--- src/rtl/core/rshm_pkg.sv ---
// Shared types and constants of the ring/sector hit matcher.
// No dependencies; imported by rshm_front, rshm_back and ring_sector_hit_matcher.
package rshm_pkg;

  localparam int ChanW   = 8;
  localparam int EnergyW = 24;
  localparam int TimeW   = 32;

  localparam logic [1:0] ACT_CLEAR = 2'd0;
  localparam logic [1:0] ACT_LOAD  = 2'd1;
  localparam logic [1:0] ACT_MATCH = 2'd2;

  localparam logic [EnergyW-1:0] WINDOW_RESET = {EnergyW{1'b1}};

  typedef enum logic [1:0] {
    OP_CLEAR = 2'd0,
    OP_LOAD  = 2'd1,
    OP_MATCH = 2'd2,
    OP_NOP   = 2'd3
  } op_e;

  typedef struct packed {
    logic [1:0]              action;
    logic [ChanW-1:0]        hit_channel;
    logic [EnergyW-1:0]      hit_energy;
    logic signed [TimeW-1:0] hit_time;
  } rshm_in_t;

  typedef struct packed {
    logic             match_found;
    logic [ChanW-1:0] sector_channel;
    logic             table_overflow;
  } rshm_out_t;

  typedef struct packed {
    op_e                     op;
    logic [ChanW-1:0]        hit_channel;
    logic [EnergyW-1:0]      hit_energy;
    logic signed [TimeW-1:0] hit_time;
  } cmd_t;

  typedef struct packed {
    logic [ChanW-1:0]        channel;
    logic [EnergyW-1:0]      energy;
    logic signed [TimeW-1:0] time_stamp;
  } slot_t;

endpackage

--- src/rtl/core/rshm_ram.sv ---
// Generic single-write, single-read RAM with registered read data.
// No dependencies.
module rshm_ram #(
  parameter int WIDTH = 64,
  parameter int DEPTH = 32
) (
  input  logic                     clk_i,
  input  logic                     we_i,
  input  logic [$clog2(DEPTH)-1:0] waddr_i,
  input  logic [WIDTH-1:0]         wdata_i,
  input  logic                     re_i,
  input  logic [$clog2(DEPTH)-1:0] raddr_i,
  output logic [WIDTH-1:0]         rdata_o
);

  logic [WIDTH-1:0] mem_q [DEPTH];
  logic [WIDTH-1:0] rdata_q;

  always_ff @(posedge clk_i) begin
    if (we_i) begin
      mem_q[waddr_i] <= wdata_i;
    end
    if (re_i) begin
      rdata_q <= mem_q[raddr_i];
    end
  end

  assign rdata_o = rdata_q;

endmodule

--- src/rtl/core/rshm_front.sv ---
// Front end: accepts input items, decodes the action and queues commands.
// Depends on rshm_pkg.
module rshm_front import rshm_pkg::*; (
  input  logic     clk_i,
  input  logic     rst_ni,
  input  logic     in_valid_i,
  output logic     in_ready_o,
  input  rshm_in_t in_data_i,
  output logic     cmd_valid_o,
  output cmd_t     cmd_o,
  input  logic     cmd_pop_i
);

  cmd_t       queue_q [2];
  logic       wr_ptr_q, rd_ptr_q;
  logic [1:0] count_q, count_d;
  cmd_t       cmd_new;
  logic       push;

  always_comb begin
    cmd_new.hit_channel = in_data_i.hit_channel;
    cmd_new.hit_energy  = in_data_i.hit_energy;
    cmd_new.hit_time    = in_data_i.hit_time;
    unique case (in_data_i.action)
      ACT_CLEAR: cmd_new.op = OP_CLEAR;
      ACT_LOAD:  cmd_new.op = OP_LOAD;
      ACT_MATCH: cmd_new.op = OP_MATCH;
      default:   cmd_new.op = OP_NOP;
    endcase
  end

  assign in_ready_o  = (count_q != 2'd2);
  assign push        = in_valid_i && in_ready_o;
  assign cmd_valid_o = (count_q != 2'd0);
  assign cmd_o       = queue_q[rd_ptr_q];

  always_comb begin
    unique case ({push, cmd_pop_i})
      2'b10:   count_d = count_q + 2'd1;
      2'b01:   count_d = count_q - 2'd1;
      default: count_d = count_q;
    endcase
  end

  always_ff @(posedge clk_i or negedge rst_ni) begin
    if (!rst_ni) begin
      wr_ptr_q <= 1'b0;
      rd_ptr_q <= 1'b0;
      count_q  <= 2'd0;
    end else begin
      count_q <= count_d;
      if (push) begin
        wr_ptr_q <= !wr_ptr_q;
      end
      if (cmd_pop_i) begin
        rd_ptr_q <= !rd_ptr_q;
      end
    end
  end

  always_ff @(posedge clk_i) begin
    if (push) begin
      queue_q[wr_ptr_q] <= cmd_new;
    end
  end

endmodule

--- src/rtl/core/rshm_back.sv ---
// Back end: executes queued commands on the sector table and holds the result.
// Depends on rshm_pkg and rshm_ram.
module rshm_back import rshm_pkg::*; #(
  parameter int HIT_SLOTS = 32
) (
  input  logic               clk_i,
  input  logic               rst_ni,
  input  logic               cmd_valid_i,
  input  cmd_t               cmd_i,
  output logic               cmd_pop_o,
  input  logic [EnergyW-1:0] win_i,
  output logic               out_valid_o,
  input  logic               out_ready_i,
  output rshm_out_t          out_data_o
);

  localparam int IdxW = $clog2(HIT_SLOTS);
  localparam logic [IdxW-1:0] LastIdx = IdxW'(HIT_SLOTS - 1);
  localparam int SlotW = $bits(slot_t);

  typedef enum logic [3:0] {
    ST_IDLE   = 4'b0001,
    ST_LOAD   = 4'b0010,
    ST_SCAN   = 4'b0100,
    ST_FINISH = 4'b1000
  } state_e;

  state_e                 state_q, state_d;
  cmd_t                   cur_q, cur_d;
  logic [IdxW-1:0]        idx_q, idx_d;
  logic                   iss_q, iss_d;
  logic [HIT_SLOTS-1:0]   valid_q, valid_d;
  logic                   out_valid_q, out_valid_d;
  rshm_out_t              out_q, out_d;
  logic                   best_clr;

  logic                   ram_we, ram_re;
  slot_t                  ram_wdata, rd_slot;
  logic [SlotW-1:0]       ram_rdata;

  logic                   p1_vld_q, p1_last_q, p1_sv_q;
  logic [IdxW-1:0]        p1_idx_q;
  logic                   p2_vld_q, p2_last_q, p2_sv_q;
  logic [IdxW-1:0]        p2_idx_q;
  logic [ChanW-1:0]       p2_ch_q;
  logic [EnergyW-1:0]     p2_de_q;
  logic [TimeW:0]         p2_dt_q;

  logic                   best_found_q;
  logic [IdxW-1:0]        best_idx_q;
  logic [ChanW-1:0]       best_ch_q;
  logic [TimeW:0]         best_dt_q;

  logic [EnergyW:0]       e_ab;
  logic [EnergyW-1:0]     e_ba, de;
  logic [TimeW:0]         t_ab, t_ba, dt;
  logic                   cand, better;

  assign ram_wdata.channel    = cur_q.hit_channel;
  assign ram_wdata.energy     = cur_q.hit_energy;
  assign ram_wdata.time_stamp = cur_q.hit_time;
  assign ram_re               = (state_q == ST_SCAN) && iss_q;

  rshm_ram #(
    .WIDTH(SlotW),
    .DEPTH(HIT_SLOTS)
  ) u_slot_ram (
    .clk_i  (clk_i),
    .we_i   (ram_we),
    .waddr_i(idx_q),
    .wdata_i(ram_wdata),
    .re_i   (ram_re),
    .raddr_i(idx_q),
    .rdata_o(ram_rdata)
  );

  assign rd_slot = slot_t'(ram_rdata);

  always_comb begin
    state_d     = state_q;
    cur_d       = cur_q;
    idx_d       = idx_q;
    iss_d       = iss_q;
    valid_d     = valid_q;
    out_valid_d = out_valid_q;
    out_d       = out_q;
    cmd_pop_o   = 1'b0;
    ram_we      = 1'b0;
    best_clr    = 1'b0;
    if (out_valid_q && out_ready_i) begin
      out_valid_d = 1'b0;
    end
    unique case (state_q)
      ST_IDLE: begin
        if (cmd_valid_i && !out_valid_q) begin
          cmd_pop_o = 1'b1;
          cur_d     = cmd_i;
          idx_d     = '0;
          out_d     = '0;
          unique case (cmd_i.op)
            OP_CLEAR: begin
              valid_d     = '0;
              out_valid_d = 1'b1;
            end
            OP_LOAD: begin
              state_d = ST_LOAD;
            end
            OP_MATCH: begin
              state_d  = ST_SCAN;
              iss_d    = 1'b1;
              best_clr = 1'b1;
            end
            default: begin
              out_valid_d = 1'b1;
            end
          endcase
        end
      end
      ST_LOAD: begin
        priority if (!valid_q[idx_q]) begin
          ram_we         = 1'b1;
          valid_d[idx_q] = 1'b1;
          out_valid_d    = 1'b1;
          state_d        = ST_IDLE;
        end else if (idx_q == LastIdx) begin
          out_d.table_overflow = 1'b1;
          out_valid_d          = 1'b1;
          state_d              = ST_IDLE;
        end else begin
          idx_d = idx_q + 1'b1;
        end
      end
      ST_SCAN: begin
        if (iss_q) begin
          if (idx_q == LastIdx) begin
            iss_d = 1'b0;
          end else begin
            idx_d = idx_q + 1'b1;
          end
        end
        if (p2_vld_q && p2_last_q) begin
          state_d = ST_FINISH;
        end
      end
      ST_FINISH: begin
        out_d.match_found    = best_found_q;
        out_d.sector_channel = best_found_q ? best_ch_q : '0;
        if (best_found_q) begin
          valid_d[best_idx_q] = 1'b0;
        end
        out_valid_d = 1'b1;
        state_d     = ST_IDLE;
      end
      default: begin
        state_d = ST_IDLE;
      end
    endcase
  end

  // absolute differences, both directions in parallel
  assign e_ab = {1'b0, rd_slot.energy} - {1'b0, cur_q.hit_energy};
  assign e_ba = cur_q.hit_energy - rd_slot.energy;
  assign de   = e_ab[EnergyW] ? e_ba : e_ab[EnergyW-1:0];
  assign t_ab = {rd_slot.time_stamp[TimeW-1], rd_slot.time_stamp}
              - {cur_q.hit_time[TimeW-1], cur_q.hit_time};
  assign t_ba = {cur_q.hit_time[TimeW-1], cur_q.hit_time}
              - {rd_slot.time_stamp[TimeW-1], rd_slot.time_stamp};
  assign dt   = t_ab[TimeW] ? t_ba : t_ab;

  assign cand   = p2_vld_q && p2_sv_q && (p2_de_q < win_i);
  assign better = !best_found_q || (p2_dt_q < best_dt_q);

  always_ff @(posedge clk_i or negedge rst_ni) begin
    if (!rst_ni) begin
      state_q      <= ST_IDLE;
      idx_q        <= '0;
      iss_q        <= 1'b0;
      valid_q      <= '0;
      out_valid_q  <= 1'b0;
      p1_vld_q     <= 1'b0;
      p2_vld_q     <= 1'b0;
      best_found_q <= 1'b0;
    end else begin
      state_q     <= state_d;
      idx_q       <= idx_d;
      iss_q       <= iss_d;
      valid_q     <= valid_d;
      out_valid_q <= out_valid_d;
      p1_vld_q    <= ram_re;
      p2_vld_q    <= p1_vld_q;
      if (best_clr) begin
        best_found_q <= 1'b0;
      end else if (cand && better) begin
        best_found_q <= 1'b1;
      end
    end
  end

  always_ff @(posedge clk_i) begin
    cur_q     <= cur_d;
    out_q     <= out_d;
    p1_last_q <= (idx_q == LastIdx);
    p1_sv_q   <= valid_q[idx_q];
    p1_idx_q  <= idx_q;
    p2_last_q <= p1_last_q;
    p2_sv_q   <= p1_sv_q;
    p2_idx_q  <= p1_idx_q;
    p2_ch_q   <= rd_slot.channel;
    p2_de_q   <= de;
    p2_dt_q   <= dt;
    if (cand && better) begin
      best_idx_q <= p2_idx_q;
      best_ch_q  <= p2_ch_q;
      best_dt_q  <= p2_dt_q;
    end
  end

  assign out_valid_o = out_valid_q;
  assign out_data_o  = out_q;

`ifndef SYNTHESIS
  a_pop_free: assert property (@(posedge clk_i) disable iff (!rst_ni)
    cmd_pop_o |-> !out_valid_q)
    else $error("command taken while result pending");
  a_one_flag: assert property (@(posedge clk_i) disable iff (!rst_ni)
    out_valid_q |-> !(out_q.match_found && out_q.table_overflow))
    else $error("match and overflow in one result");
  a_no_chan: assert property (@(posedge clk_i) disable iff (!rst_ni)
    (out_valid_q && !out_q.match_found) |-> (out_q.sector_channel == '0))
    else $error("channel reported without match");
  a_best_valid: assert property (@(posedge clk_i) disable iff (!rst_ni)
    (state_q == ST_FINISH && best_found_q) |-> valid_q[best_idx_q])
    else $error("winning slot not valid");
  a_pipe_scan: assert property (@(posedge clk_i) disable iff (!rst_ni)
    p2_vld_q |-> (state_q == ST_SCAN))
    else $error("scan pipeline active outside scan");
`endif

endmodule

--- src/rtl/core/ring_sector_hit_matcher.sv ---
// Ring/sector hit matcher. Clear, load and match items enter a two-entry
// command queue and each yields one result. A clear or unused action is
// answered directly from idle; a load steps over occupied slots and stores
// the hit in the lowest free one, reporting an overflow when the table is
// full; a match walks over the sector table through the single read port of
// the slot RAM, passes a two-stage compare pipeline and removes the winner.
// The back end takes the next command in the cycle after the result transfers.
// Depends on rshm_pkg, rshm_front, rshm_back and rshm_ram.
module ring_sector_hit_matcher import rshm_pkg::*; #(
  parameter int HIT_SLOTS = 32
) (
  input  logic               clk_i,
  input  logic               rst_ni,
  input  logic               in_valid_i,
  output logic               in_ready_o,
  input  rshm_in_t           in_data_i,
  output logic               out_valid_o,
  input  logic               out_ready_i,
  output rshm_out_t          out_data_o,
  input  logic               cfg_we_i,
  input  logic [EnergyW-1:0] cfg_wdata_i
);

  logic [EnergyW-1:0] win_q;
  logic               cmd_valid, cmd_pop;
  cmd_t               cmd;

  always_ff @(posedge clk_i or negedge rst_ni) begin
    if (!rst_ni) begin
      win_q <= WINDOW_RESET;
    end else if (cfg_we_i) begin
      win_q <= cfg_wdata_i;
    end
  end

  rshm_front u_front (
    .clk_i      (clk_i),
    .rst_ni     (rst_ni),
    .in_valid_i (in_valid_i),
    .in_ready_o (in_ready_o),
    .in_data_i  (in_data_i),
    .cmd_valid_o(cmd_valid),
    .cmd_o      (cmd),
    .cmd_pop_i  (cmd_pop)
  );

  rshm_back #(
    .HIT_SLOTS(HIT_SLOTS)
  ) u_back (
    .clk_i      (clk_i),
    .rst_ni     (rst_ni),
    .cmd_valid_i(cmd_valid),
    .cmd_i      (cmd),
    .cmd_pop_o  (cmd_pop),
    .win_i      (win_q),
    .out_valid_o(out_valid_o),
    .out_ready_i(out_ready_i),
    .out_data_o (out_data_o)
  );

endmodule
--- config.mk ---
export PLATFORM = sky130hd
export DESIGN_NAME = ring_sector_hit_matcher
export DESIGN_NICKNAME = d
export VERILOG_FILES = /design/src/rtl/core/rshm_pkg.sv /design/src/rtl/core/rshm_ram.sv /design/src/rtl/core/rshm_front.sv /design/src/rtl/core/rshm_back.sv /design/src/rtl/core/ring_sector_hit_matcher.sv
export SDC_FILE = /design/constraint.sdc
export NUM_CORES = 2
export LEC_CHECK = 0
export ABC_AREA = 0
export BUFFER_PORTS_ARGS = -buffer_cell sky130_fd_sc_hd__buf_2
export CAP_MARGIN = 25
export CORE_ASPECT_RATIO = 0.6
export CORE_MARGIN = 3
export CORE_UTILIZATION = 45
export DETAILED_ROUTE_END_ITERATION = 7
export PLACE_DENSITY_LB_ADDON = 0.15
export REMOVE_ABC_BUFFERS = 1
export SLEW_MARGIN = 20
export SYNTH_ARGS = -nofsm -noshare
export SYNTH_HDL_FRONTEND = slang
export SYNTH_SLANG_ARGS = --single-unit
--- constraint.sdc ---
create_clock -name clk_i -period 10.74 [get_ports clk_i]
set_clock_uncertainty 0.05 [all_clocks]
set_input_delay 1.074 -clock clk_i [delete_from_list [all_inputs] [get_ports clk_i]]
set_output_delay 1.074 -clock clk_i [all_outputs]
set_load 0.02 [all_outputs]
==> summary.md <==
| Metric | Value |
|---|---|
| Status | finished clean |
| Initial drt markers | 6,693 |
| Synthesized area | 98,900 sq um |
| Diode count | 0 |
| Slew @ Worst Pin | 1130 ps |
| Initial antenna violation count | 15 |
| Die Ht | approximately 370 um |
| Power Density | 241 nW/um^2 |
| FF/Latch Area | ~74,000 sq um |
| Leakage | 35.8 nW |
| Hold Buf Count CTS | 0 |
| Max_slew headroom | 24.8% |
| Cells after Synth | 5,013 |
| Residual DRC count | 0 |
| Busiest layer in global routing | met1 |
| Vias/cell | 6.15 |
| # clock sinks | around 2,500 |
| Max Slew Vio Count | 0 |
| Longest Clk Path Bufs | 4 |
| Syn avg cell area | 19.7 sq um |
| Register area share after synthesis | 75.3% |
| Switching pwr | ~0.008 W |
| Post-route core utilization | 51.1% |
| Commonest cells after routing, fill and taps aside | edfxtp_1 (2,364), mux4_2 (520), a22oi_1 (261), clkbuf_16 (234), inv_1 (201) |
| Setup TNS | 0 ps |
| CTS Buf Count | 230 |
| Clk slew on worst S/H paths | 60 ps |
| Met1 usage | 38.8% |
| Max cap viols | 0 |
| Fmax | between 150 and 200 MHz |
| Multi-input gate area | ~23,000 sq um |
| Initial Utilization | between 40% and 50% |
| Via count | 51,200 |
| Row count | around 130 |
| Post-CTS setup buffers | 0 |
| RSZ-0062 raised after global routing | no |
| Total power | 0.0267 W |
| Switching power as a share of total power | 29.6% |
| WP data required | 11,270 ps |
| Worst setup margin | 5360 ps |
| Drt total wl | 271,000 um |
| H-tree levels | 4 |
| PortBufs | 106 |
| Root Driver | clkbuf_16 |
| CTS tree | yes |
| WL/cell | 32.5 um |
| Worst path arrival time | 5910 ps |
| Layout cells sized above 1 | 23.3% |
| Clock power share | a little under 30% |
| Final setup violation count | 0 |
| DRT antenna net count | 0 |
| Logic pwr share | 22.2% |
| Min Clock Period, post-route | 5380 ps |
| Global-route wire length before repair | between 300,000 and 400,000 um |
| FILL cells | roughly 17,000 |
| Area of the die | 226,000 sq um |
| Top FF cell, synth | edfxtp_1 |
| Number of global-route vias before repair | 49,700 |
| Yosys cell types | 78 |
| Final Hold Vio Count | 0 |
| Fin nets | 5,541 |
| HPWL after DPL | 161,000 um |
| Core box area | 217,000 sq um |
| Inst Count DP | roughly 7,900 |
| Final period utilization | 50.1% |
| Crit Path Max Fanout | 106 |
| Post-cts resize count | 0 |
| Internal power | 0.0188 W |
| Grt met2 use | 32.9% |
| Fin cells | 8,330 |
| CP Capture Type | flop |
| GP Congestion | 0.855 |
| Total congestion overflow | 0 |
| Hold crit path type | in2async |
| First-pass DRT Iterations | 6 |
| Post-place setup slack | ~5400 ps |
| Register share of total power | about 49% |
| Worst VDD drop | 0.163 mV |
| Ports | between 100 and 150 |
| Total GRT Usage | 23.9% |
| Largest net degree at the start of global routing | 107 |
| Layout area overhead | 12.1% |
| Later-pin clock latency in the skew report | around 870 ps |
| Async set-reset flop share out of synthesis | 2.94% |
| Die span in x | 611 um |
| Startpoint types | flop |
| Synth warn | 0 |
| Met3 GRT Util | 5.63% |
| EDFF count, synth | 2,364 |
| WS Path Type | reg2reg |
| Leading cell type in the layout, fill and taps excluded | edfxtp_1 |
| Yosys reg bits | 2,517 |
sequential cells by signal (all words and copies together) (netlist names), 2 cells and up:
register	count
u_back.p2_de_q	24
u_front.queue_q	132
u_back.out_data_o	10
u_back.idx_q	5
u_front.count_q	2
u_back.state_q	4
u_back.p1_idx_q	5
u_back.u_slot_ram.rdata_o	64
u_back.best_dt_q	33
u_back.p2_ch_q	8
u_back.u_slot_ram.mem_q	2048
u_back.valid_q	32
u_back.best_ch_q	8
u_back.p2_dt_q	33
u_back.best_idx_q	5
win_q	24
u_back.p2_idx_q	5
u_back.cur_q	64
critical path, stage by stage, from the launching register on:
cell and delay, ps:
dfrtp_4 900, buf_12 540, buf_4 760, buf_4 780, buf_4 750, mux4_2 420
a22oi_1 380, nand4_1 140
worst paths after layout:
| check | cells past startpoint | to | slack [ps] | from |
|---|---|---|---|---|
| worst max-delay path | 7 | u_back.u_slot_ram.rdata_o[62]$_DFFE_PP_ | 5360 | u_back.idx_q[1]$_DFFE_PN0P_ |
| worst min-delay path | 1 | u_front.count_q[0]$_DFFE_PN0P_ | 130 | rst_ni |
| worst max register to register | 7 | u_back.u_slot_ram.rdata_o[62]$_DFFE_PP_ | 5360 | u_back.idx_q[1]$_DFFE_PN0P_ |
| worst min register to register | 0 | u_back.p2_idx_q[0]$_DFF_P_ | 280 | u_back.p1_idx_q[0]$_DFF_P_ |
| max in group asynchronous | 2 | u_back.idx_q[1]$_DFFE_PN0P_ | 9440 | rst_ni |
| min in group clk_i | 0 | u_back.p2_idx_q[0]$_DFF_P_ | 280 | u_back.p1_idx_q[0]$_DFF_P_ |
metrics by stage:
step / hold slack, ps / area (sq um)
global placement: 261 / 104000
global route: 128 / 111000
CTS: 95.3 / 111000
floorplan: 260 / 97900
detailed placement: 262 / 104000
finish: 133 / 111000
per-layer routing:
metal / wire (um) / share of wire, %
met2: 114000 / 42
met1: 126000 / 47
met5: 27 / 0.010
met4: 4380 / 1.6
met3: 26300 / 9.7
cells in the mapped netlist (79+ instances only):
| cell type | n | area (sq um) |
|---|---|---|
| edfxtp_1 | 2364 | 71000 |
| nand4_1 | 84 | 526 |
| clkbuf_1 | 154 | 578 |
| ha_1 | 175 | 2190 |
| a22oi_1 | 261 | 1960 |
| nand2_1 | 105 | 394 |
| mux4_2 | 520 | 11700 |
| o21ai_0 | 149 | 746 |
| nor2_1 | 106 | 398 |
| inv_1 | 202 | 758 |
| a21oi_1 | 153 | 766 |
| dfxtp_1 | 79 | 1580 |
power groups by stage:
stage	sequential, W	clock [W]	combinational [W]
6_report	0.0130	0.00783	0.00592
3_3_place_gp	0.0133	0	0.00555
4_1_cts	0.0131	0.00801	0.00579
3_5_place_dp	0.0133	0	0.00578
2_1_floorplan	0.0138	0	0.00389
5_1_grt	0.0130	0.00841	0.00642
cells by family (layout without fill, tap and decap cells):
kind of cell	count (synthesis)	after routing	share of synthesized area, %
XOR/XNOR	54	54	0.478
buffers and inverters	451	887	1.76
adder cells (fa/ha/maj)	179	179	2.29
AND/OR/NAND/NOR	429	429	2.18
AO/OA/AOI/OAI	770	770	5.14
flip-flops	2517	2517	75.3
multiplexers	613	613	12.9
final cells by class:
| type | instances | share of cell area, % |
|---|---|---|
| clock buffers | 312 | 5.63 |
| repair buffers | 271 | 1.85 |
| well taps | 2881 | 3.25 |
| clock inverters | 102 | 0.674 |
| flip-flops and latches | 2517 | 67.2 |
| multi-input cells | 2045 | 20.8 |
| inverters | 202 | 0.686 |
Power figures use the tool's default switching activity.
